<file path="src/trace_column_span_rasterizer_top_macros.svh">
// ----------------------------------------------------------------------------
// Trace column span rasterizer assertion macros
// Shared concurrent assertion forms, clocked on clk and disabled in reset.
// ----------------------------------------------------------------------------
`ifndef TRACE_COLUMN_SPAN_RASTERIZER_TOP_MACROS_SVH
`define TRACE_COLUMN_SPAN_RASTERIZER_TOP_MACROS_SVH

// The consequent must hold in the same cycle as the antecedent.
`define TCSR_ASSERT_IMPLY(name, ante, cons, msg) \
  name: assert property (@(posedge clk) disable iff (!rst_n) (ante) |-> (cons)) \
    else $error(msg);

// The consequent must hold in the cycle after the antecedent.
`define TCSR_ASSERT_NEXT(name, ante, cons, msg) \
  name: assert property (@(posedge clk) disable iff (!rst_n) (ante) |=> (cons)) \
    else $error(msg);

`endif

</file>
<file path="src/tcsr_pkg.sv">
`timescale 1ns / 1ps
// ----------------------------------------------------------------------------
// Trace column span rasterizer package
// Widths, register indexes, stage payload types and the coordinate mapping.
// ----------------------------------------------------------------------------
package tcsr_pkg;

  localparam int FRAC_BITS  = 16;
  localparam int COORD_BITS = 16;

  localparam int DATA_W    = 32;
  localparam int DIFF_W    = DATA_W + 1;
  localparam int PROD_W    = 2 * DIFF_W;
  localparam int OUT_W     = 16;
  localparam int COUNT_W   = 16;
  localparam int COLOR_W   = 24;
  localparam int MARGIN_W  = 8;
  localparam int CFG_IDX_W = 3;
  localparam int SPAN_STEP = 2;

  localparam logic [CFG_IDX_W-1:0] REG_Y_OFFSET   = CFG_IDX_W'(0);
  localparam logic [CFG_IDX_W-1:0] REG_Y_SCALE    = CFG_IDX_W'(1);
  localparam logic [CFG_IDX_W-1:0] REG_X_OFFSET   = CFG_IDX_W'(2);
  localparam logic [CFG_IDX_W-1:0] REG_X_SCALE    = CFG_IDX_W'(3);
  localparam logic [CFG_IDX_W-1:0] REG_MARGIN     = CFG_IDX_W'(4);
  localparam logic [CFG_IDX_W-1:0] REG_MAX_POINTS = CFG_IDX_W'(5);

  typedef logic signed [COORD_BITS-1:0] coord_t;
  typedef logic signed [DIFF_W-1:0]     diff_t;
  typedef logic signed [PROD_W-1:0]     prod_t;

  localparam coord_t COORD_MAX   = coord_t'((2 ** (COORD_BITS - 1)) - 1);
  localparam coord_t COORD_MIN   = coord_t'(-(2 ** (COORD_BITS - 1)));
  localparam prod_t  COORD_MAX_P = prod_t'((2 ** (COORD_BITS - 1)) - 1);
  localparam prod_t  COORD_MIN_P = prod_t'(-(2 ** (COORD_BITS - 1)));

  typedef struct packed {
    logic signed [DATA_W-1:0] y_offset;
    logic [DATA_W-1:0]        y_scale;
    logic signed [DATA_W-1:0] x_offset;
    logic [DATA_W-1:0]        x_scale;
    logic [MARGIN_W-1:0]      margin;
    logic [COUNT_W-1:0]       max_points;
  } cfg_t;

  typedef struct packed {
    logic                first;
    logic                over;
    diff_t               dx;
    diff_t               dy;
    logic [COLOR_W-1:0]  color;
  } s1_t;

  typedef struct packed {
    logic                first;
    logic                over;
    prod_t               px;
    prod_t               py;
    logic [COLOR_W-1:0]  color;
  } s2_t;

  // Floors a fixed-point product to an integer coordinate and saturates it.
  function automatic coord_t map_floor(prod_t p);
    prod_t q;
    q = p >>> FRAC_BITS;
    if (q > COORD_MAX_P) begin
      return COORD_MAX;
    end else if (q < COORD_MIN_P) begin
      return COORD_MIN;
    end
    return coord_t'(q);
  endfunction

endpackage

</file>
<file path="src/tcsr_front.sv">
`timescale 1ns / 1ps
// ----------------------------------------------------------------------------
// Trace column span rasterizer input stage
// Registers each sample with its offset removed and its point limit checked.
// ----------------------------------------------------------------------------
module tcsr_front (
  input  logic                                clk,
  input  logic                                rst_n,
  input  tcsr_pkg::cfg_t                      cfg_i,
  input  logic                                in_valid,
  output logic                                in_ready,
  input  logic                                in_first,
  input  logic signed [tcsr_pkg::DATA_W-1:0]  in_x_sample,
  input  logic signed [tcsr_pkg::DATA_W-1:0]  in_y_sample,
  input  logic [tcsr_pkg::COUNT_W-1:0]        in_point_count,
  input  logic [tcsr_pkg::COLOR_W-1:0]        in_color,
  output logic                                s1_valid_o,
  output tcsr_pkg::s1_t                       s1_o,
  input  logic                                s1_ready_i
);
  import tcsr_pkg::*;

  logic valid_r;
  s1_t  s1_r;
  s1_t  s1_nxt;

  assign in_ready   = !valid_r | s1_ready_i;
  assign s1_valid_o = valid_r;
  assign s1_o       = s1_r;

  always_comb begin
    s1_nxt.first = in_first;
    s1_nxt.over  = in_point_count > cfg_i.max_points;
    s1_nxt.dx    = DIFF_W'(in_x_sample) - DIFF_W'(cfg_i.x_offset);
    s1_nxt.dy    = DIFF_W'(in_y_sample) - DIFF_W'(cfg_i.y_offset);
    s1_nxt.color = in_color;
  end

  always_ff @(posedge clk) begin
    if (!rst_n) begin
      valid_r <= 1'b0;
    end else if (in_ready) begin
      valid_r <= in_valid;
    end
  end

  always_ff @(posedge clk) begin
    if (in_valid && in_ready) begin
      s1_r <= s1_nxt;
    end
  end

endmodule

</file>
<file path="config.mk">
export PLATFORM = sky130hd
export DESIGN_NAME = tcsr_front
export DESIGN_NICKNAME = d
export VERILOG_FILES = /design/src/trace_column_span_rasterizer_top_macros.svh /design/src/tcsr_pkg.sv /design/src/tcsr_front.sv
export SDC_FILE = /design/constraint.sdc
export NUM_CORES = 1
export LEC_CHECK = 0
export ABC_AREA = 0
export BUFFER_PORTS_ARGS = -buffer_cell sky130_fd_sc_hd__buf_4
export CORE_MARGIN = 10
export CORE_UTILIZATION = 47
export CTS_CLUSTER_DIAMETER = 200
export CTS_CLUSTER_SIZE = 16
export DETAILED_ROUTE_END_ITERATION = 6
export HOLD_SLACK_MARGIN = 0.12
export PLACE_DENSITY = 0.9
export SLEW_MARGIN = 5
export SYNTH_ARGS = -nofsm -noshare
export SYNTH_HDL_FRONTEND = slang
export SYNTH_SLANG_ARGS = --single-unit
</file>
<file path="constraint.sdc">
create_clock -name clk -period 3.8 [get_ports clk]
set_clock_uncertainty 0.05 [all_clocks]
set_input_delay 0.76 -clock clk [delete_from_list [all_inputs] [get_ports clk]]
set_output_delay 0.76 -clock clk [all_outputs]
set_load 0.1 [all_outputs]
</file>
==> results.sh <==
export IMPL_avgRoutedWirePerCell_um=18.52
export IMPL_ir_worst_vdd_v=0.0001915
export IMPL_finalNetCount=1325
export IMPL_synth_seq_cells=93
export IMPL_dr_pass1_iters=5
export IMPL_slew_viol_final=0
export IMPL_ys_seq_area_share_pct=40.69
export IMPL_worst_pin_slew_ns=0.7577
export IMPL_synth_top_family_by_area="compound AO/OA/AOI/OAI gates"
export IMPL_whs_path_depth=2
export IMPL_clk_pin_slew_ns=0.07
export IMPL_avgSynthCellArea_um2=9.756
export IMPL_required_ns=3.83
export IMPL_cts_setup_buffers=0
export IMPL_p_seq_share_pct=32.5
export IMPL_status="finished, final reports clean"
export IMPL_post_route_period_util_pct=83.49
export IMPL_die_w_um=140.6
export IMPL_ys_async_sr_fraction_pct=0
export IMPL_rows=44
export IMPL_drv_cap=0
export IMPL_synth_main_ff_cell="edfxtp_1"
export IMPL_power_density_nw_per_um2=433.2
export IMPL_post_route_min_period_ns=3.173
export IMPL_clk_latency_ns=0.33
export IMPL_fin_util_pct=65.62
export IMPL_syn2layout_area_growth_pct=37.87
export IMPL_cts_tree="built"
export IMPL_clock_sinks=93
export IMPL_cts_root_buffer="clkbuf_16"
export IMPL_grt_pass1_wl_mm=33.22
export IMPL_hold_viol=0
export IMPL_netlist_instances=701
export IMPL_numCtsBuffers=9
export IMPL_place_hpwl_mm=18.50
export IMPL_rsz0062_at_grt="false"
export IMPL_hold_buffers=0
export IMPL_synthXorXnorAreaFrac_pct=7.556
export IMPL_ios=355
export IMPL_globalRouteOverflowTotal=0
export IMPL_cts_resized=0
export IMPL_reg2regPathDepth=3
export IMPL_power_switching_w=0.001733
export IMPL_multiInputGateArea_um2=3610
export IMPL_hold_class="reg2reg"
export IMPL_max_freq_ghz=0.3152
export IMPL_gp_congestion=0.9464
export IMPL_vias=6177
export IMPL_drive_gt1_share_pct=31.51
export IMPL_crit_type="in2reg"
export IMPL_core_um2=14370
export IMPL_cp_end_kind="register"
export IMPL_vias_per_cell=5.270
export IMPL_synthAdderAreaFrac_pct=15.22
export IMPL_dpl_cell_area_um2=9141
export IMPL_tns_ns=0
export IMPL_syn_cell_area_um2=6839
export IMPL_setup_violations_final=0
export IMPL_die_h_um=140.6
export IMPL_register_area_um2=2783
export IMPL_crit_fanout=3
export IMPL_grt_pass1_vias=6573
export IMPL_synth_compound_area_share_pct=19.85
export IMPL_power_internal_w=0.002351
export IMPL_synthMuxAreaShare_pct=0.1464
export IMPL_cp_arrival_ns=3.21
export IMPL_htreeDepth=3
export IMPL_grtUsageTotal_pct=20.79
export IMPL_critPathLaunchType="input port"
export IMPL_dieArea_um2=19780
export IMPL_slew_headroom_pct=49.49
export IMPL_clock_path_buffers=2
export IMPL_leakage_nw=4.642
export IMPL_pwr_share_clk_pct=21.5
export IMPL_fillerInstances=1190
export IMPL_yosysWarnings=0
export IMPL_reg2reg_slack_ns=1.91
export IMPL_wl_mm=21.71
export IMPL_antenna_left=0
export IMPL_swShare_pct=42.43
export IMPL_combPwrFrac_pct=46.0
export IMPL_p_total_w=0.004084
export IMPL_start_util_pct=47.60
export IMPL_synth_enable_flop_cells=92
export IMPL_yosys_area_share_simple_pct=9.971
export IMPL_antenna_found_initial=1
export IMPL_drtIter0Drc=321
export IMPL_fin_area_um2=9429
export IMPL_drc_errors=0
export IMPL_grt_max_degree=59
export IMPL_ys_types=56
export IMPL_postSynthNetCount=1044
export IMPL_port_buffers=282
## synthesized netlist by cell type (3+ instances only)
cell type / instances / area, um2
inv_1: 103 / 386.6
edfxtp_1: 92 / 2763
ha_1: 80 / 1001
a21oi_1: 71 / 355.3
nand2_1: 42 / 157.7
nor2_1: 40 / 150.1
xnor2_1: 40 / 350.3
a21o_1: 37 / 277.8
o21ai_0: 30 / 150.1
xor2_1: 19 / 166.4
nand4_1: 13 / 81.33
nand2b_1: 11 / 68.82
clkbuf_1: 10 / 37.54
o21a_1: 10 / 75.07
nand3_1: 9 / 45.04
nor2b_1: 9 / 56.30
o21bai_1: 7 / 52.55
o211ai_1: 6 / 45.04
o31ai_1: 6 / 45.04
a31oi_1: 5 / 31.28
nor3_1: 5 / 25.02
o21ai_1: 5 / 25.02
and3_1: 4 / 25.02
a211oi_1: 3 / 22.52
a21oi_2: 3 / 26.28
o2111ai_1: 3 / 26.28
## layout make-up
class	count	share of cell area [%]
flip-flops and latches	93	29.51
clock inverters	4	0.5175
multi-input cells	491	38.28
clock buffers	12	2.508
diodes	1	0.02654
well taps	184	2.442
repair buffers	284	22.61
inverters	103	4.100
## critical path: stages
cell and delay, ns:
buf_4 0.11, ha_1 0.22, fa_1 0.41, and2b_1 0.23, o2111ai_1 0.14, and3_1 0.26, o311a_4 0.35, o41ai_4 0.41
a21oi_2 0.11, o21ai_2 0.14, xnor2_1 0.08
## stage by stage
stage	std cells	hold slack [ns]	setup WS, ns
floorplan	701	0.8089	0.4500
CTS	1171	0.5140	0.6231
global placement	1155	0.4763	0.2993
detailed placement	1155	0.5048	0.2838
global route	1172	0.5325	0.4421
finish	1172	0.5192	0.6274
## layout by cell type, fill, tap and decap left out, types with 3 or more instances in the layout
cell / instances
edfxtp_1: 92
o31ai_1: 6
nand4_1: 13
nor2_1: 40
a21oi_1: 71
a21o_1: 37
and3_1: 4
o21bai_1: 7
xnor2_1: 40
nor2b_1: 9
a211oi_1: 3
clkbuf_16: 9
nand3_1: 9
xor2_1: 19
o2111ai_1: 3
buf_4: 284
a31oi_1: 5
clkbuf_1: 3
o21ai_1: 5
inv_1: 103
ha_1: 80
o211ai_1: 6
nand2b_1: 11
nor3_1: 5
a21oi_2: 3
o21ai_0: 30
nand2_1: 42
o21a_1: 10
## sequential cells by signal, indices dropped and copies added, names as in the netlist
name,flops
s1_o,92
s1_valid_o,1
## per-layer routing
layer  GRT usage [%]  vias to the layer above  wire (um)
met2           38.03                      280      11250
met5               0                        -          0
met4           6.522                        0        504
met3           4.031                       28       1595
li1                -                     3062          -
met1           23.72                     2807       8358
## worst paths after layout
check / start / end
worst min register to register: s1_valid_o / s1_valid_o
worst min-delay path: s1_valid_o / s1_valid_o
worst max register to register: s1_valid_o / s1_o[38]
worst max-delay path: cfg_i[120] / s1_o[54]
## kinds of logic (layout without fill, tap and decap cells)
logic type | Yosys count | count (layout)
buffers and inverters | 117 | 403
XOR/XNOR | 59 | 59
AO/OA/AOI/OAI | 206 | 206
flip-flops | 93 | 93
adder cells (fa/ha/maj) | 82 | 82
AND/OR/NAND/NOR | 143 | 143
multiplexers | 1 | 1
other | 0 | 1
## power by group through the flow
| stage | registers (W) | clock network [W] | logic [W] |
|---|---|---|---|
| floorplan | 0.00215 | 0 | 0.000577 |
| global placement | 0.00134 | 0 | 0.00184 |
| detailed placement | 0.00135 | 0 | 0.00187 |
| CTS | 0.00133 | 0.000889 | 0.00188 |
| global route | 0.00134 | 0.000928 | 0.00198 |
| finish | 0.00133 | 0.000878 | 0.00188 |
Power figures use the tool's default switching activity.
