==> src/trace_column_span_rasterizer_top_macros.svh <==
// ----------------------------------------------------------------------------
// Trace column span rasterizer assertion macros
// Shared concurrent assertion forms, clocked on clk and disabled in reset.
// ----------------------------------------------------------------------------
`ifndef TRACE_COLUMN_SPAN_RASTERIZER_TOP_MACROS_SVH
`define TRACE_COLUMN_SPAN_RASTERIZER_TOP_MACROS_SVH

// The consequent must hold in the same cycle as the antecedent.
`define TCSR_ASSERT_IMPLY(name, ante, cons, msg) \
  name: assert property (@(posedge clk) disable iff (!rst_n) (ante) |-> (cons)) \
    else $error(msg);

// The consequent must hold in the cycle after the antecedent.
`define TCSR_ASSERT_NEXT(name, ante, cons, msg) \
  name: assert property (@(posedge clk) disable iff (!rst_n) (ante) |=> (cons)) \
    else $error(msg);

`endif

==> src/tcsr_pkg.sv <==
`timescale 1ns / 1ps
// ----------------------------------------------------------------------------
// Trace column span rasterizer package
// Widths, register indexes, stage payload types and the coordinate mapping.
// ----------------------------------------------------------------------------
package tcsr_pkg;

  localparam int FRAC_BITS  = 16;
  localparam int COORD_BITS = 16;

  localparam int DATA_W    = 32;
  localparam int DIFF_W    = DATA_W + 1;
  localparam int PROD_W    = 2 * DIFF_W;
  localparam int OUT_W     = 16;
  localparam int COUNT_W   = 16;
  localparam int COLOR_W   = 24;
  localparam int MARGIN_W  = 8;
  localparam int CFG_IDX_W = 3;
  localparam int SPAN_STEP = 2;

  localparam logic [CFG_IDX_W-1:0] REG_Y_OFFSET   = CFG_IDX_W'(0);
  localparam logic [CFG_IDX_W-1:0] REG_Y_SCALE    = CFG_IDX_W'(1);
  localparam logic [CFG_IDX_W-1:0] REG_X_OFFSET   = CFG_IDX_W'(2);
  localparam logic [CFG_IDX_W-1:0] REG_X_SCALE    = CFG_IDX_W'(3);
  localparam logic [CFG_IDX_W-1:0] REG_MARGIN     = CFG_IDX_W'(4);
  localparam logic [CFG_IDX_W-1:0] REG_MAX_POINTS = CFG_IDX_W'(5);

  typedef logic signed [COORD_BITS-1:0] coord_t;
  typedef logic signed [DIFF_W-1:0]     diff_t;
  typedef logic signed [PROD_W-1:0]     prod_t;

  localparam coord_t COORD_MAX   = coord_t'((2 ** (COORD_BITS - 1)) - 1);
  localparam coord_t COORD_MIN   = coord_t'(-(2 ** (COORD_BITS - 1)));
  localparam prod_t  COORD_MAX_P = prod_t'((2 ** (COORD_BITS - 1)) - 1);
  localparam prod_t  COORD_MIN_P = prod_t'(-(2 ** (COORD_BITS - 1)));

  typedef struct packed {
    logic signed [DATA_W-1:0] y_offset;
    logic [DATA_W-1:0]        y_scale;
    logic signed [DATA_W-1:0] x_offset;
    logic [DATA_W-1:0]        x_scale;
    logic [MARGIN_W-1:0]      margin;
    logic [COUNT_W-1:0]       max_points;
  } cfg_t;

  typedef struct packed {
    logic                first;
    logic                over;
    diff_t               dx;
    diff_t               dy;
    logic [COLOR_W-1:0]  color;
  } s1_t;

  typedef struct packed {
    logic                first;
    logic                over;
    prod_t               px;
    prod_t               py;
    logic [COLOR_W-1:0]  color;
  } s2_t;

  // Floors a fixed-point product to an integer coordinate and saturates it.
  function automatic coord_t map_floor(prod_t p);
    prod_t q;
    q = p >>> FRAC_BITS;
    if (q > COORD_MAX_P) begin
      return COORD_MAX;
    end else if (q < COORD_MIN_P) begin
      return COORD_MIN;
    end
    return coord_t'(q);
  endfunction

endpackage

==> src/tcsr_cfg.sv <==
`timescale 1ns / 1ps
// ----------------------------------------------------------------------------
// Trace column span rasterizer configuration registers
// Holds the axis offsets, scales, margin and point limit.
// ----------------------------------------------------------------------------
module tcsr_cfg (
  input  logic                                clk,
  input  logic                                rst_n,
  input  logic                                cfg_valid,
  output logic                                cfg_ready,
  input  logic [tcsr_pkg::CFG_IDX_W-1:0]      cfg_index,
  input  logic [tcsr_pkg::DATA_W-1:0]         cfg_data,
  output tcsr_pkg::cfg_t                      cfg_o
);
  import tcsr_pkg::*;

  localparam logic [DATA_W-1:0] SCALE_ONE = DATA_W'(2 ** FRAC_BITS);

  cfg_t cfg_r;
  cfg_t cfg_nxt;

  assign cfg_ready = 1'b1;
  assign cfg_o     = cfg_r;

  always_comb begin
    cfg_nxt = cfg_r;
    if (cfg_valid) begin
      unique case (cfg_index)
        REG_Y_OFFSET:   cfg_nxt.y_offset   = cfg_data;
        REG_Y_SCALE:    cfg_nxt.y_scale    = cfg_data;
        REG_X_OFFSET:   cfg_nxt.x_offset   = cfg_data;
        REG_X_SCALE:    cfg_nxt.x_scale    = cfg_data;
        REG_MARGIN:     cfg_nxt.margin     = cfg_data[MARGIN_W-1:0];
        REG_MAX_POINTS: cfg_nxt.max_points = cfg_data[COUNT_W-1:0];
        default: begin
        end
      endcase
    end
  end

  always_ff @(posedge clk) begin
    if (!rst_n) begin
      cfg_r.y_offset   <= '0;
      cfg_r.y_scale    <= SCALE_ONE;
      cfg_r.x_offset   <= '0;
      cfg_r.x_scale    <= SCALE_ONE;
      cfg_r.margin     <= '0;
      cfg_r.max_points <= '0;
    end else begin
      cfg_r <= cfg_nxt;
    end
  end

endmodule

==> config.mk <==
export PLATFORM = sky130hd
export DESIGN_NAME = tcsr_cfg
export DESIGN_NICKNAME = d
export VERILOG_FILES = /design/src/trace_column_span_rasterizer_top_macros.svh /design/src/tcsr_pkg.sv /design/src/tcsr_cfg.sv
export SDC_FILE = /design/constraint.sdc
export NUM_CORES = 1
export LEC_CHECK = 0
export BUFFER_PORTS_ARGS = -buffer_cell sky130_fd_sc_hd__buf_4
export CORE_MARGIN = 3
export CORE_UTILIZATION = 50
export DETAILED_ROUTE_END_ITERATION = 8
export GPL_TIMING_DRIVEN = 0
export PLACE_DENSITY_LB_ADDON = 0.2
export SYNTH_ARGS = -nofsm -noshare
export SYNTH_HDL_FRONTEND = slang
export SYNTH_SLANG_ARGS = --single-unit
==> constraint.sdc <==
create_clock -name clk -period 1 [get_ports clk]
set_input_delay 0.05 -clock clk [delete_from_list [all_inputs] [get_ports clk]]
set_output_delay 0.05 -clock clk [all_outputs]
set_load 0.005 [all_outputs]
==> results.yml, run 1 <==
global_route:
  grt_pass1_wl_um: 27600
  grt_start_max_net_pins: 17
  grt_pass1_vias: 5342
  antenna_found_initial: 0
  gr-usage-all-layers: 0.282
  grt_overflow: 0
power_and_ir_drop:
  p_per_area_nw_per_um2: 1480
  leakage_nw: 4.39
  ir_drop_mv: 1.07
worst_setup_path:
  critical_path_buf_inv_count: 1
  critPathMaxFanout: 2
  cp_slowest_cell: "dfxtp_2"
  path_delay_family: "flip-flops"
  start_kind: "register"
  worstPathCellList: "buf_6"
  slowest_delay_ns: 0.35
  r2r_cells: 4
  worstSetupEndpointType: "output port"
  worstPathArrival_ns: 0.98
  cp.required_ns: 0.95
  critPathKind: "reg2out"
  cp_num_cells: 1
route:
  drc: 0
  initialDrtViolationCount: 226
  via_per_inst: 5.17
  drt-total-wl_um: 18200
  highest_layer: "met4"
  dr_wl_met3_um: 1220
  wl_met1_um: 6900
  wl_per_cell_um: 18.8
  route.met2.wl_um: 9480
  vias: 4998
  antenna_left: 0
  firstDrtPassIters: 7
sta:
  finalCriticalPeriod_ns: 1.03
  max_freq_mhz: 973
  final.period_utilization: 1.03
  whs_ns: -0.0942
  hold_viol: 2
  relSlewSlack: 0.540
  worst_pin_slew_ns: 0.691
  setup_viol: 68
  drv_slew: 0
  finClkSkew_ns: 0
  setup_slack_ns: -0.0279
  rsz0062_at_grt: "true"
finish:
  largest_reg_flops: 152
  fillers: 607
  antenna_cells: 0
  area_growth_syn_to_layout_pct: 63.0
  drive_gt1_frac: 0.537
  final_nets: 855
  final_core_util: 0.839
yosys:
  synth-seq-cells: 152
  syn_inst: 535
  yosysSeqAreaShare: 0.543
  netlist_area_um2: 5600
  synthDistinctLibCells: 14
  synth_fp_nets: 573
  yosys_warnings: 0
  syn_area_per_cell_um2: 10.5
clocking:
  root_buffer: "clkbuf_8"
  cts_buffer_depth: 2
  cts_hold_buf: 33
  cts_sinks: 152
  cts-htree-levels: 4
  cts_tree: "yes"
  clk_latency_ns: 0.51
  numCtsBuffers: 17
  clk_pin_slew_worst_paths_ns: 0.06
min_path:
  min_path_cells: 3
  hold_path.class: "in2reg"
floorplan:
  core_area_um2: 10900
  dieArea_um2: 12500
  die_width_um: 112
  io_pins: 191
  initial_core_util: 0.515
  rows: 38
  die_h_um: 112
run_status:
  violations: "hold timing, setup timing"
  status: "finished with violations"
job:
  drv_cap: 0
place:
  portBuffers: 188
  hpwl_um: 11200
  gp_congestion: 0.814
-- Yosys cell counts --
cell type  instances  share of area
nand2_1          182           0.12
dfxtp_1          152           0.54
mux2i_1          152           0.27
buf_2             15          0.013
buf_4              9          0.012
clkbuf_1           8         0.0054
buf_6              7          0.014
nor2b_1            3         0.0033
nand4bb_1          2         0.0040
and4bb_2           1         0.0022
conb_1             1        0.00067
nand4b_1           1         0.0016
nand4b_2           1         0.0027
nor4b_4            1         0.0042
-- final cells by class --
type,instances,area [µm²],area share
Tap cell,140,175,0.0192
Timing Repair Buffer,263,2630,0.288
Sequential cell,152,3230,0.354
Clock inverter,10,106,0.0116
Multi-Input combinational cell,344,2310,0.253
Buffer,39,251,0.0275
Clock buffer,19,432,0.0473
-- per-stage QoR --
stage	power, W	TNS, ns	instance area, µm²	cells	setup WS, ns
after global placement	0.00730	-29.08	7190	863	-0.308
after detailed placement	0.00733	-36.63	7190	863	-0.370
final	0.0135	-0.330	9140	967	-0.0279
after CTS	0.0134	-2.42	8980	946	-0.0283
after floorplan	0.00683	0	5600	535	0.0616
after global routing	0.0139	-4.89	9140	967	-0.0547
-- tightest hold or removal path, stage by stage --
cell and delay (ns):
buf_4 0.12, nor4b_4 0.08, mux2i_1 0.12
-- report_power, final --
group	internal [W]	switching, W
registers	0.00622	0.000105
clock network	0.00355	0.00241
logic	0.000641	0.000550
total	0.0104	0.00307
-- timing repair --
action / CTS / global route
endpoints found under the hold margin: 152 / 2
resized for setup: 304 / 0
setup endpoints to repair: 152 / 152
setup buffers: 21 / 21
-- kinds of logic (layout without fill, tap and decap cells) --
| group | Yosys count | after routing | synth area share |
|---|---|---|---|
| buf+inv | 39 | 331 | 0.0449 |
| flops | 152 | 152 | 0.543 |
| mux | 152 | 152 | 0.271 |
| other cells | 1 | 1 | 0.000669 |
| simple gates | 191 | 191 | 0.140 |
-- final timing paths --
path / start / slack, ns / to
worst max-delay path: cfg_o[144] / -0.03 / cfg_o[144]
worst min register to register: cfg_o[18] / 0.46 / cfg_o[18]
worst max register to register: cfg_o[86] / 0.16 / cfg_o[86]
worst min-delay path: cfg_index[2] / -0.09 / cfg_o[139]
-- placed cells by master, fill, tap and decap left out --
cell,count
nand4bb_1,2
clkinvlp_4,1
buf_6,159
nand4b_1,1
conb_1,1
clkinv_4,1
nand2_1,182
clkbuf_16,16
mux2i_1,152
nand4b_2,1
nor4b_4,1
clkbuf_1,9
dlygate4sd3_1,33
buf_2,15
nor2b_1,3
bufinv_16,2
dfxtp_2,152
and4bb_2,1
clkinv_2,6
buf_4,87
clkbuf_8,2
-- routing by layer --
| layer | global-route usage | up-vias |
|---|---|---|
| met4 | 0.109 | 0 |
| met5 | 0 | - |
| li1 | - | 2329 |
| met3 | 0.0788 | 44 |
| met1 | 0.303 | 2434 |
| met2 | 0.522 | 191 |
No activity file was read; power rests on OpenSTA's default activity.
==> run 2: changes to the inputs <==
--- a/config.mk
+++ b/config.mk
@@ -5,7 +5,9 @@
 export SDC_FILE = /design/constraint.sdc
 export NUM_CORES = 1
 export LEC_CHECK = 0
+export ABC_AREA = 1
 export BUFFER_PORTS_ARGS = -buffer_cell sky130_fd_sc_hd__buf_4
+export CAP_MARGIN = 30
 export CORE_MARGIN = 3
 export CORE_UTILIZATION = 50
 export DETAILED_ROUTE_END_ITERATION = 8
==> constraint.sdc (replaced) <==
create_clock -name clk -period 1.3 [get_ports clk]
set_input_delay 0.065 -clock clk [delete_from_list [all_inputs] [get_ports clk]]
set_output_delay 0.065 -clock clk [all_outputs]
set_load 0.005 [all_outputs]
==> results.yml, run 2 <==
power_and_ir_drop:
  p_per_area_nw_per_um2: 1360
  swShare: 0.238
  leakage_nw: 3.99
  p_int_w: 0.00849
  pwr-share-seq: 0.441
  clockPowerShare: 0.453
  combPwrFrac: 0.106
  ir_drop_mv: 0.943
  finalPower_w: 0.0111
  switchingPower_w: 0.00265
clocking:
  cts-htree-levels: 4
  root_buffer: "clkbuf_16"
  cts_buffer_depth: 2
  clk_latency_ns: 0.42
  cts_setup_buffers: 0
  cts_resized: 0
  cts_hold_buf: 1
  cts_tree: "yes"
  numCtsBuffers: 17
  cts_sinks: 152
  clk_pin_slew_worst_paths_ns: 0.06
global_route:
  grt_overflow: 0
  gr-usage-all-layers: 0.277
  antenna_found_initial: 0
  grt_start_max_net_pins: 17
  grt_pass1_wl_um: 28600
  grt_pass1_vias: 5752
finish:
  final_nets: 1121
  largest_reg_flops: 152
  antenna_cells: 0
  area_growth_syn_to_layout_pct: 36.8
  stdcell_area_um2: 8220
  layout_common_cells: "nor2_1, buf_4, nand2_1"
  final_common_cell: "nor2_1"
  fin_cells: 1239
  drive_gt1_frac: 0.234
worst_setup_path:
  cp_slowest_cell: "dfxtp_1"
  start_kind: "register"
  path_delay_family: "flip-flops"
  critical_path_buf_inv_count: 1
  critPathKind: "reg2out"
  slowest_delay_ns: 0.37
  worstPathCellList: "buf_4"
  worstPathArrival_ns: 0.92
  critPathMaxFanout: 2
  worstSetupEndpointType: "output port"
  cp.required_ns: 1.24
floorplan:
  core_area_um2: 11600
  rows: 39
  dieArea_um2: 13400
  die_h_um: 116
  die_width_um: 116
  initial_core_util: 0.519
  io_pins: 191
run_status:
  status: "completed"
sta:
  finalCriticalPeriod_ns: 0.988
  rsz0062_at_grt: "false"
  max_freq_mhz: 1010
  drv_slew: 0
  setup_viol: 0
  worst_pin_slew_ns: 0.616
  final.period_utilization: 0.760
  finClkSkew_ns: 0
  whs_ns: 0.0237
  relSlewSlack: 0.587
  hold_viol: 0
  setup_slack_ns: 0.312
yosys:
  synthTopCellsByCount: "nor2_1, nand2_1, dfxtp_1, nand3_1, inv_1"
  synthDistinctLibCells: 14
  synth_top_area_cell: "dfxtp_1"
  synth-seq-cells: 152
  yosys_warnings: 0
  yosysSeqAreaShare: 0.507
  synth.area.top_cells: "dfxtp_1, nor2_1, nand3_1"
  synth_fp_nets: 913
  syn_inst: 875
  syn_area_per_cell_um2: 6.87
  ys_async_sr_fraction: 0
  synth-edff-count: 0
  netlist_area_um2: 6010
  synth_top_area_share: 0.507
  dominantRegCellSynth: "dfxtp_1"
  synth_most_common_cell: "nor2_1"
route:
  firstDrtPassIters: 6
  vias: 6227
  via_per_inst: 5.03
  initialDrtViolationCount: 549
  antenna_left: 0
  drt-total-wl_um: 18400
  wl_per_cell_um: 14.9
  drc: 0
place:
  post-place-ws_ns: -0.00934
  hpwl_um: 13600
  place_inst: 1206
  portBuffers: 188
  gp_congestion: 0.868
  place_area_um2: 7600
job:
  drv_cap: 0
min_path:
  hold_path.class: "in2reg"
==> run 2: changes by cell type in the layout (fill, tap and decap cells not counted), moves of 5 or more <==
| cell | before | now |
|---|---|---|
| nand2_1 | 182 | 160 |
| dlygate4sd3_1 | 33 | 1 |
| dfxtp_1 | 0 | 152 |
| clkbuf_1 | 9 | 18 |
| clkbuf_8 | 2 | 7 |
| buf_1 | 0 | 11 |
| nand3_1 | 0 | 152 |
| buf_4 | 87 | 191 |
| mux2i_1 | 152 | 0 |
| buf_6 | 159 | 0 |
| buf_2 | 15 | 30 |
| dfxtp_2 | 152 | 0 |
| nor2_1 | 0 | 308 |
| inv_1 | 0 | 35 |
==> run 2: power groups by stage <==
stage	combinational (W)	clock (W)	sequential (W)
floorplan	0.000610	0	0.00502
global placement	0.00115	0	0.00501
detailed placement	0.00117	0	0.00501
CTS	0.00118	0.00506	0.00491
global route	0.00132	0.00525	0.00493
finish	0.00118	0.00505	0.00492
==> run 2: logic make-up after synthesis <==
kind of cell | after synthesis | synth area share
AOI/OAI and AO/OA | 1 | 0.000832
buffers and inverters | 99 | 0.0700
DFF | 152 | 0.507
other | 1 | 0.000624
and+or+nand+nor | 622 | 0.422
==> run 2: per-layer routing <==
metal | part of all wire | GRT usage
met5 | 0 | 0
met4 | 0.023 | 0.108
met3 | 0.083 | 0.0705
met2 | 0.48 | 0.473
met1 | 0.41 | 0.338
==> run 2: layout make-up <==
class / count / area, µm²
multi-input cells: 624 / 2540
plain buffers: 61 / 278
well taps: 143 / 179
inverters: 38 / 143
clock inverters: 7 / 87.6
repair buffers: 189 / 1420
clock buffers: 25 / 526
fillers: 1044 / 3340
flip-flops and latches: 152 / 3040
==> run 2: final timing paths <==
| check | depth (start not counted) | slack (ns) | from | endpoint |
|---|---|---|---|---|
| worst max-delay path | 1 | 0.31 | cfg_o[148] | cfg_o[148] |
| worst min-delay path | 5 | 0.02 | cfg_data[31] | cfg_o[119] |
| worst max register to register | 2 | 0.70 | cfg_o[98] | cfg_o[98] |
| worst min register to register | 2 | 0.48 | cfg_o[104] | cfg_o[104] |
==> run 2: stage by stage <==
stage	TNS, ns	util
2_1_floorplan	0	-
3_3_place_gp	0	0.657
3_5_place_dp	-0.00962	0.657
4_1_cts	0	0.711
5_1_grt	0	0.711
6_report	0	0.711
