`src/trace_column_span_rasterizer_top_macros.svh`:
```
// ----------------------------------------------------------------------------
// Trace column span rasterizer assertion macros
// Shared concurrent assertion forms, clocked on clk and disabled in reset.
// ----------------------------------------------------------------------------
`ifndef TRACE_COLUMN_SPAN_RASTERIZER_TOP_MACROS_SVH
`define TRACE_COLUMN_SPAN_RASTERIZER_TOP_MACROS_SVH

// The consequent must hold in the same cycle as the antecedent.
`define TCSR_ASSERT_IMPLY(name, ante, cons, msg) \
  name: assert property (@(posedge clk) disable iff (!rst_n) (ante) |-> (cons)) \
    else $error(msg);

// The consequent must hold in the cycle after the antecedent.
`define TCSR_ASSERT_NEXT(name, ante, cons, msg) \
  name: assert property (@(posedge clk) disable iff (!rst_n) (ante) |=> (cons)) \
    else $error(msg);

`endif

```
`src/tcsr_pkg.sv`:
```
`timescale 1ns / 1ps
// ----------------------------------------------------------------------------
// Trace column span rasterizer package
// Widths, register indexes, stage payload types and the coordinate mapping.
// ----------------------------------------------------------------------------
package tcsr_pkg;

  localparam int FRAC_BITS  = 16;
  localparam int COORD_BITS = 16;

  localparam int DATA_W    = 32;
  localparam int DIFF_W    = DATA_W + 1;
  localparam int PROD_W    = 2 * DIFF_W;
  localparam int OUT_W     = 16;
  localparam int COUNT_W   = 16;
  localparam int COLOR_W   = 24;
  localparam int MARGIN_W  = 8;
  localparam int CFG_IDX_W = 3;
  localparam int SPAN_STEP = 2;

  localparam logic [CFG_IDX_W-1:0] REG_Y_OFFSET   = CFG_IDX_W'(0);
  localparam logic [CFG_IDX_W-1:0] REG_Y_SCALE    = CFG_IDX_W'(1);
  localparam logic [CFG_IDX_W-1:0] REG_X_OFFSET   = CFG_IDX_W'(2);
  localparam logic [CFG_IDX_W-1:0] REG_X_SCALE    = CFG_IDX_W'(3);
  localparam logic [CFG_IDX_W-1:0] REG_MARGIN     = CFG_IDX_W'(4);
  localparam logic [CFG_IDX_W-1:0] REG_MAX_POINTS = CFG_IDX_W'(5);

  typedef logic signed [COORD_BITS-1:0] coord_t;
  typedef logic signed [DIFF_W-1:0]     diff_t;
  typedef logic signed [PROD_W-1:0]     prod_t;

  localparam coord_t COORD_MAX   = coord_t'((2 ** (COORD_BITS - 1)) - 1);
  localparam coord_t COORD_MIN   = coord_t'(-(2 ** (COORD_BITS - 1)));
  localparam prod_t  COORD_MAX_P = prod_t'((2 ** (COORD_BITS - 1)) - 1);
  localparam prod_t  COORD_MIN_P = prod_t'(-(2 ** (COORD_BITS - 1)));

  typedef struct packed {
    logic signed [DATA_W-1:0] y_offset;
    logic [DATA_W-1:0]        y_scale;
    logic signed [DATA_W-1:0] x_offset;
    logic [DATA_W-1:0]        x_scale;
    logic [MARGIN_W-1:0]      margin;
    logic [COUNT_W-1:0]       max_points;
  } cfg_t;

  typedef struct packed {
    logic                first;
    logic                over;
    diff_t               dx;
    diff_t               dy;
    logic [COLOR_W-1:0]  color;
  } s1_t;

  typedef struct packed {
    logic                first;
    logic                over;
    prod_t               px;
    prod_t               py;
    logic [COLOR_W-1:0]  color;
  } s2_t;

  // Floors a fixed-point product to an integer coordinate and saturates it.
  function automatic coord_t map_floor(prod_t p);
    prod_t q;
    q = p >>> FRAC_BITS;
    if (q > COORD_MAX_P) begin
      return COORD_MAX;
    end else if (q < COORD_MIN_P) begin
      return COORD_MIN;
    end
    return coord_t'(q);
  endfunction

endpackage

```
`src/tcsr_span.sv`:
```
`timescale 1ns / 1ps
`include "trace_column_span_rasterizer_top_macros.svh"
// ----------------------------------------------------------------------------
// Trace column span rasterizer span stage
// Floors and saturates rows and columns, joins each row to the previous one
// and holds the trace state and the result register.
// ----------------------------------------------------------------------------
module tcsr_span (
  input  logic                                clk,
  input  logic                                rst_n,
  input  tcsr_pkg::cfg_t                      cfg_i,
  input  logic                                s2_valid_i,
  input  tcsr_pkg::s2_t                       s2_i,
  output logic                                s2_ready_o,
  output logic                                out_valid,
  input  logic                                out_ready,
  output logic signed [tcsr_pkg::OUT_W-1:0]   out_column,
  output logic signed [tcsr_pkg::OUT_W-1:0]   out_row_low,
  output logic signed [tcsr_pkg::OUT_W-1:0]   out_row_high,
  output logic [tcsr_pkg::COLOR_W-1:0]        out_paint_color,
  output logic                                out_error
);
  import tcsr_pkg::*;

  localparam int SUM_W = COORD_BITS + 2;
  localparam int DIF_W = COORD_BITS + 1;

  logic   valid_r;
  coord_t prev_row_r;
  coord_t prev_row_nxt;
  coord_t col_r;
  coord_t col_nxt;
  logic   rej_r;
  logic   rej_nxt;

  logic signed [OUT_W-1:0] out_col_r;
  logic signed [OUT_W-1:0] out_col_nxt;
  logic signed [OUT_W-1:0] out_lo_r;
  logic signed [OUT_W-1:0] out_lo_nxt;
  logic signed [OUT_W-1:0] out_hi_r;
  logic signed [OUT_W-1:0] out_hi_nxt;
  logic [COLOR_W-1:0]      out_color_r;
  logic [COLOR_W-1:0]      out_color_nxt;
  logic                    out_err_r;

  coord_t                  row;
  coord_t                  map_col;
  coord_t                  lo;
  coord_t                  hi;
  logic signed [SUM_W-1:0] col_sum;
  logic signed [DIF_W-1:0] row_step;
  logic                    load;
  logic                    reject;

  assign s2_ready_o      = !valid_r | out_ready;
  assign load            = s2_valid_i & s2_ready_o;
  assign out_valid       = valid_r;
  assign out_column      = out_col_r;
  assign out_row_low     = out_lo_r;
  assign out_row_high    = out_hi_r;
  assign out_paint_color = out_color_r;
  assign out_error       = out_err_r;

  always_comb begin
    row          = map_floor(s2_i.py);
    map_col      = map_floor(s2_i.px);
    col_sum      = SUM_W'(map_col) + $signed(SUM_W'(cfg_i.margin));
    row_step     = DIF_W'(row) - DIF_W'(prev_row_r);
    reject       = s2_i.first ? s2_i.over : rej_r;
    rej_nxt      = reject;
    prev_row_nxt = prev_row_r;
    col_nxt      = col_r;
    lo           = row;
    hi           = row;
    if (!reject) begin
      prev_row_nxt = row;
      if (s2_i.first) begin
        if (col_sum > SUM_W'(COORD_MAX)) begin
          col_nxt = COORD_MAX;
        end else begin
          col_nxt = coord_t'(col_sum);
        end
      end else begin
        if (col_r != COORD_MAX) begin
          col_nxt = col_r + coord_t'(1);
        end
        if (row_step >= DIF_W'(SPAN_STEP)) begin
          lo = prev_row_r + coord_t'(1);
        end else if (row_step <= -DIF_W'(SPAN_STEP)) begin
          hi = prev_row_r - coord_t'(1);
        end
      end
    end
    out_col_nxt   = reject ? '0 : OUT_W'(col_nxt);
    out_lo_nxt    = reject ? '0 : OUT_W'(lo);
    out_hi_nxt    = reject ? '0 : OUT_W'(hi);
    out_color_nxt = reject ? '0 : s2_i.color;
  end

  always_ff @(posedge clk) begin
    if (!rst_n) begin
      valid_r    <= 1'b0;
      prev_row_r <= '0;
      col_r      <= '0;
      rej_r      <= 1'b0;
    end else begin
      if (s2_ready_o) begin
        valid_r <= s2_valid_i;
      end
      if (load) begin
        prev_row_r <= prev_row_nxt;
        col_r      <= col_nxt;
        rej_r      <= rej_nxt;
      end
    end
  end

  always_ff @(posedge clk) begin
    if (load) begin
      out_col_r   <= out_col_nxt;
      out_lo_r    <= out_lo_nxt;
      out_hi_r    <= out_hi_nxt;
      out_color_r <= out_color_nxt;
      out_err_r   <= reject;
    end
  end

  `TCSR_ASSERT_IMPLY(a_error_blank, out_valid && out_error, out_column == '0 && out_row_low == '0 && out_row_high == '0 && out_paint_color == '0, "Rejected result carries paint data.")
  `TCSR_ASSERT_IMPLY(a_span_order, out_valid && !out_error, out_row_low <= out_row_high, "Span low row is above its high row.")
  `TCSR_ASSERT_NEXT(a_prev_row_end, load && !reject, OUT_W'(prev_row_r) == out_row_low || OUT_W'(prev_row_r) == out_row_high, "Stored row is not an end of the span.")
  `TCSR_ASSERT_NEXT(a_reject_held, load && reject, rej_r && out_error, "Rejected trace state not held.")

endmodule

```
`config.mk`:
```
export PLATFORM = sky130hd
export DESIGN_NAME = tcsr_span
export DESIGN_NICKNAME = d
export VERILOG_FILES = /design/src/tcsr_pkg.sv /design/src/tcsr_span.sv
export VERILOG_INCLUDE_DIRS = /design/src /design/src/src
export SDC_FILE = /design/constraint.sdc
export NUM_CORES = 1
export LEC_CHECK = 0
export ABC_AREA = 1
export BUFFER_PORTS_ARGS = -buffer_cell sky130_fd_sc_hd__buf_4
export CORE_AREA = 2 2 152 154
export CTS_CLUSTER_DIAMETER = 40
export DETAILED_ROUTE_END_ITERATION = 10
export DIE_AREA = 0 0 154 156
export GPL_TIMING_DRIVEN = 0
export MAX_ROUTING_LAYER = met4
export PLACE_DENSITY = 0.67
export SLEW_MARGIN = 40
export SYNTH_ARGS = -nofsm -noshare
export SYNTH_HDL_FRONTEND = slang
export SYNTH_SLANG_ARGS = --single-unit
```
`constraint.sdc`:
```
create_clock -name clk -period 4.3 [get_ports clk]
set_input_delay 0.86 -clock clk [delete_from_list [all_inputs] [get_ports clk]]
set_output_delay 0.86 -clock clk [all_outputs]
set_load 0.005 [all_outputs]
```
==> results of run 1 <==
==> worst max-delay path, stage by stage <==
cell and delay, ns:
buf_4 0.12, or2_4 0.24, nor2_2 0.09, nand4_1 0.09, nor4_2 0.22, nand2_1 0.13, o21ai_4 0.24, buf_8 0.19
nand2_4 0.09, ha_4 0.28, a21oi_4 0.20, a21boi_4 0.22, nand2_4 0.10, nand2_4 0.08, nand2_2 0.05, nand2_2 0.09
nand4_1 0.14, nor2_4 0.15, nand4_1 0.15, nand2_4 0.19, nand2_8 0.09, clkbuf_16 0.18, nor2_4 0.12, nor2_4 0.04
==> synth_stat cells, types with 3 or more instances <==
library cell	count	share of area
nand2_1	325	0.15
nor2_1	149	0.071
inv_1	138	0.066
edfxtp_1	73	0.28
nand3_1	70	0.044
a21oi_1	63	0.040
xor2_1	38	0.042
dfxtp_1	34	0.086
o21ai_0	31	0.020
nand4_1	30	0.024
ha_1	27	0.043
clkbuf_1	17	0.0081
o22ai_1	15	0.012
nor3_1	14	0.0089
nor4_1	13	0.010
nand2_2	12	0.0095
nand3_2	10	0.013
o21ai_1	8	0.0051
or2_2	8	0.0063
xnor2_1	8	0.0089
buf_2	5	0.0032
buf_6	5	0.0071
inv_2	5	0.0024
nor2_2	5	0.0040
clkinv_1	3	0.0014
nand2_4	3	0.0043
nand3b_1	3	0.0028
o211ai_1	3	0.0028
==> power groups by stage <==
stage / clock [mW] / combinational, mW / sequential (mW)
5_1_grt: 0.843 / 1.35 / 1.26
3_5_place_dp: 0 / 0.974 / 1.28
2_1_floorplan: 0 / 0.576 / 1.28
3_3_place_gp: 0 / 0.960 / 1.28
6_report: 0.785 / 1.23 / 1.25
4_1_cts: 0.806 / 1.03 / 1.25
==> per-layer routing <==
layer | part of all wire | track usage | vias to the layer above
li1 | - | - | 4219
met1 | 0.45 | 0.282 | 3876
met2 | 0.46 | 0.332 | 370
met3 | 0.069 | 0.0317 | 39
met4 | 0.018 | 0.0712 | 0
met5 | 0 | - | -
==> final timing paths <==
kind	from	to	slack, ns	cells past startpoint
setup reg to reg	prev_row_r[8]	out_row_high[15]	1.26	16
setup / recovery	s2_i[56]	out_row_high[15]	0.05	24
hold reg to reg	col_r[12]	col_r[12]	0.49	2
hold / removal	col_r[12]	col_r[12]	0.49	2
==> cell families (layout without fill, tap and decap cells) <==
kind of cell               Yosys count  after routing  share of synthesized area
and+or+nand+nor                    648            648                      0.358
buffers and inverters              175            431                     0.0896
AOI/OAI and AO/OA                  130            130                     0.0901
DFF                                107            107                      0.364
xor gates and xnor gates            46             46                     0.0510
adders and majority gates           29             29                     0.0478
other                                0              1                          0
==> registers in the layout, summed over array words and instances, names as in the netlist <==
signal,flops
prev_row_r,16
out_error,1
out_paint_color,24
out_row_high,16
out_row_low,16
rej_r,1
out_column,16
out_valid,1
col_r,16
==> per-stage QoR <==
stage / util / setup TNS (ns) / cells / hold slack [ns]
4_1_cts: 0.465 / 0 / 1656 / 0.485
2_1_floorplan: - / 0 / 1135 / 0.445
3_5_place_dp: 0.442 / -41.30 / 1632 / 0.471
5_1_grt: 0.504 / -1.10 / 1677 / 0.498
3_3_place_gp: 0.440 / -36.05 / 1631 / 0.466
6_report: 0.504 / 0 / 1677 / 0.487
==> layout make-up <==
class | instances | area (um^2) | share of cell area
antenna | 1 | 2.50 | 0.000222
inverter | 146 | 553 | 0.0491
tap | 285 | 357 | 0.0316
multi-input combinational | 853 | 5120 | 0.454
sequential | 107 | 2870 | 0.255
clock buffer | 11 | 233 | 0.0206
clock inverter | 5 | 42.5 | 0.00377
timing repair buffer | 240 | 1880 | 0.167
buffer | 29 | 213 | 0.0189
==> what timing repair did <==
action,CTS,global route
setup endpoints to repair,33,55
resized for setup,46,160
buffers inserted,8,17
cloned,0,3
pin swaps,11,50
==> results.yml, run 1 <==
global_routing:
  grt_pass1_vias: 7878
  grtUsageTotal: 0.212
  grt.overflow.total: 0
  grt_max_degree: 61
  grt_first_pass_wirelength_um: 39300
  antenna_found_initial: 1
synthesis:
  async_flop_share: 0
  yosysUniqueCellTypes: 44
  syn_inst: 1135
  syn_area_per_cell_um2: 6.96
  yosysSeqAreaShare: 0.364
  syn_area_um2: 7900
  synth_edf_count: 73
  syn_nets: 1478
  synth_flop_cell: "edfxtp_1"
  ys_ff_latch: 107
  synth_warnings: 0
clock_tree:
  cts-buffers-inserted: 9
  clk_pin_slew_worst_paths_ns: 0.08
  htreeDepth: 3
  cts_tree: "yes"
  cts_root_buf: "clkbuf_16"
  cts.sinks: 107
  clk_latency_ns: 0.36
  cts_max_path_buffers: 2
  cts_hold_buf: 0
sta:
  fin_skew_ns: 0.0116
  fmax_mhz: 235
  period_needed_ns: 4.25
  rsz0062_at_grt: "yes"
  hold_viol: 0
  setup_violations: 0
  layout_setup_ws_ns: 0.0535
  maxSlewHeadroom: 0.493
  min_period_over_period: 0.988
  slew_viol_final: 0
  tightest_slew_ns: 0.761
die:
  die-area_um2: 24000
  fp.dieW_um: 154
  ios: 389
  rows: 55
  dieHeight_um: 156
  core_um2: 22400
  initial_core_util: 0.353
final_layout:
  nNetsFinal: 1729
  drive_gt1_frac: 0.318
  fillers: 2183
  layout_common_cells: "nand2_1, buf_4, inv_1, nor2_1, edfxtp_1"
  mostFrequentLayoutCell: "nand2_1"
  area_growth_pct: 42.6
  final_area_um2: 11300
routing:
  drt-total-wl_um: 26300
  remaining_drc_errors: 0
  via_per_inst: 5.07
  firstDrtPassIters: 5
  vias: 8504
  wl_per_cell_um: 15.7
  ant_nets: 0
  drt_iter0_markers: 724
pwr:
  power_frac_seq: 0.384
  swShare: 0.346
  peakVddDrop_uv: 224
  power.density_nw_per_um2: 290
  pwr-share-clk: 0.240
  internal_power_mw: 2.14
  combPwrFrac: 0.376
  p_switching_mw: 1.13
  leakagePower_nw: 5.17
  p_total_mw: 3.27
worst_setup_path:
  cp_max_fo: 6
  required_ns: 4.41
  worst_setup_path_end_kind: "register"
  cp-start-kind: "input port"
  path_class: "input port to register"
  cp.arrival_ns: 4.36
place:
  dpl.hpwl_um: 20400
  gp_congestion: 0.919
  place_ws_ns: -1.20
  io_buffers: 211
  placed_area_um2: 9880
worst_hold_path:
  hold_class: "register to register"
outcome:
  status: "finished clean"
flow_run:
  drv_cap: 0
Power figures use the tool's default switching activity.
==> run 2: changes to the inputs <==
--- a/config.mk
+++ b/config.mk
@@ -9,13 +9,11 @@
 export ABC_AREA = 1
 export BUFFER_PORTS_ARGS = -buffer_cell sky130_fd_sc_hd__buf_4
 export CORE_AREA = 2 2 152 154
-export CTS_CLUSTER_DIAMETER = 40
 export DETAILED_ROUTE_END_ITERATION = 10
 export DIE_AREA = 0 0 154 156
-export GPL_TIMING_DRIVEN = 0
 export MAX_ROUTING_LAYER = met4
 export PLACE_DENSITY = 0.67
-export SLEW_MARGIN = 40
+export SLEW_MARGIN = 25
 export SYNTH_ARGS = -nofsm -noshare
 export SYNTH_HDL_FRONTEND = slang
 export SYNTH_SLANG_ARGS = --single-unit
==> run 2 against run 1 <==
Non-clock buffer count increased by 35. Utilization unchanged. Routed wire length decreased by 4.9%. Largest power group unchanged.
==> results.yml, run 2 (synthesis gave the netlist of run 1 again) <==
final_layout:
  nNetsFinal: 1764
  post-route-util: 0.504
  mostFrequentLayoutCell: "nand2_1"
  area_growth_pct: 42.6
  fin_cells: 1712
  largest_register_ffs: 24
  layout_common_cells: "nand2_1, buf_4, nor2_1, inv_1, edfxtp_1"
  drive_gt1_frac: 0.324
sta:
  min_period_over_period: 0.964
  hold_viol: 0
  maxSlewHeadroom: 0.381
  fin_skew_ns: 0.0133
  setup_tns_ns: 0
  slew_viol_final: 0
  setup_violations: 0
  tightest_slew_ns: 0.927
  rsz0062_at_grt: "yes"
  fmax_mhz: 241
  period_needed_ns: 4.14
die:
  initial_core_util: 0.353
  fp.dieW_um: 154
  rows: 55
  die-area_um2: 24000
  core_um2: 22400
  dieHeight_um: 156
  ios: 389
pwr:
  p_switching_mw: 1.08
  internal_power_mw: 2.21
  peakVddDrop_uv: 179
  power_frac_seq: 0.382
  combPwrFrac: 0.362
  leakagePower_nw: 5.31
  swShare: 0.328
  p_total_mw: 3.29
  pwr-share-clk: 0.256
  power.density_nw_per_um2: 292
worst_setup_path:
  r2r-start: "prev_row_r[7]"
  worst_setup_path_end_kind: "register"
  cp-start-kind: "input port"
  path_class: "input port to register"
  cp_max_fo: 7
  worstSetupStartpoint: "s2_i[59]"
  required_ns: 4.38
  cp.arrival_ns: 4.23
clock_tree:
  cts_tree: "yes"
  clk_latency_ns: 0.35
  cts_max_path_buffers: 2
  cts-buffers-inserted: 9
  cts_root_buf: "clkbuf_16"
  cts.sinks: 107
  htreeDepth: 3
  cts_hold_buf: 0
  clk_pin_slew_worst_paths_ns: 0.08
global_routing:
  grtUsageTotal: 0.209
  antenna_found_initial: 1
  grt_first_pass_wirelength_um: 39300
  grt_max_degree: 43
  grt.overflow.total: 0
  grt_pass1_vias: 8030
place:
  io_buffers: 212
  dpl.hpwl_um: 19800
  gp_congestion: 0.907
  placedCellCount: 1682
worst_hold_path:
  hold_class: "register to register"
  min_from: "col_r[12]"
flow_run:
  drv_cap: 0
routing:
  via_per_inst: 4.92
  firstDrtPassIters: 5
  drt-total-wl_um: 25000
  remaining_drc_errors: 0
  drt_iter0_markers: 578
  ant_nets: 0
  vias: 8415
  wl_per_cell_um: 14.6
outcome:
  status: "finished clean"
[run 2: worst paths after layout]
| path | slack (ns) | to | cells after the start |
|---|---|---|---|
| min reg2reg | 0.48 | col_r[12] | 2 |
| min | 0.48 | col_r[12] | 2 |
| max | 0.16 | out_row_high[1] | 25 |
| max reg2reg | 1.41 | out_row_high[1] | 16 |
[run 2: stage by stage]
step	hold slack [ns]	area (um^2)	setup WS (ns)
6_report	0.485	11300	0.155
2_1_floorplan	0.445	7900	0.00298
3_5_place_dp	0.472	10300	-0.483
4_1_cts	0.485	10800	0.0116
3_3_place_gp	0.465	10300	-0.497
5_1_grt	0.512	11300	-0.0331
[run 2: area by class of cell]
class,count,area [um^2]
Fill cell,2125,11100
Multi-Input combinational cell,853,4840
Sequential cell,107,2870
Timing Repair Buffer,304,2350
Inverter,146,548
Tap cell,285,357
Clock buffer,10,229
Clock inverter,6,72.6
Antenna cell,1,2.50
[run 2: power groups by stage]
stage                     Clock, mW  Sequential, mW  Combinational (mW)
after floorplan                   0            1.28               0.576
after global routing          0.894            1.27                1.32
final                         0.845            1.26                1.19
after detailed placement          0            1.28                1.04
after global placement            0            1.28                1.02
after CTS                     0.857            1.26                1.07
[run 2: what timing repair did]
| item | in CTS | in global routing |
|---|---|---|
| cloned | 0 | 1 |
| buffers inserted | 6 | 6 |
| endpoints found under the setup margin | 28 | 32 |
| pin swaps | 10 | 35 |
| resized for setup | 25 | 98 |
[run 2: worst max-delay path: stages]
cell and delay [ns]:
buf_4 0.12, nor4_4 0.25, buf_4 0.15, nand4_1 0.08
nor4_1 0.20, nand2_1 0.09, o21ai_1 0.15, buf_6 0.14
buf_8 0.13, nand2_2 0.09, ha_4 0.28, buf_4 0.12
nand2_2 0.07, nor2_2 0.11, nor3b_2 0.19, nand2_2 0.08
nand3_1 0.11, nand4_1 0.14, nor2_4 0.17, nand4_1 0.18
nand2_4 0.20, buf_6 0.13, nand3_1 0.06, nand2_1 0.08
nor2_1 0.03
[run 2: routing by layer]
metal / track usage / wire length (um) / vias up
li1: - / - / 4280
met1: 0.287 / 11900 / 3780
met2: 0.328 / 11000 / 334
met3: 0.0239 / 1640 / 21
met4: 0.0552 / 425 / 0
met5: - / 0 / -
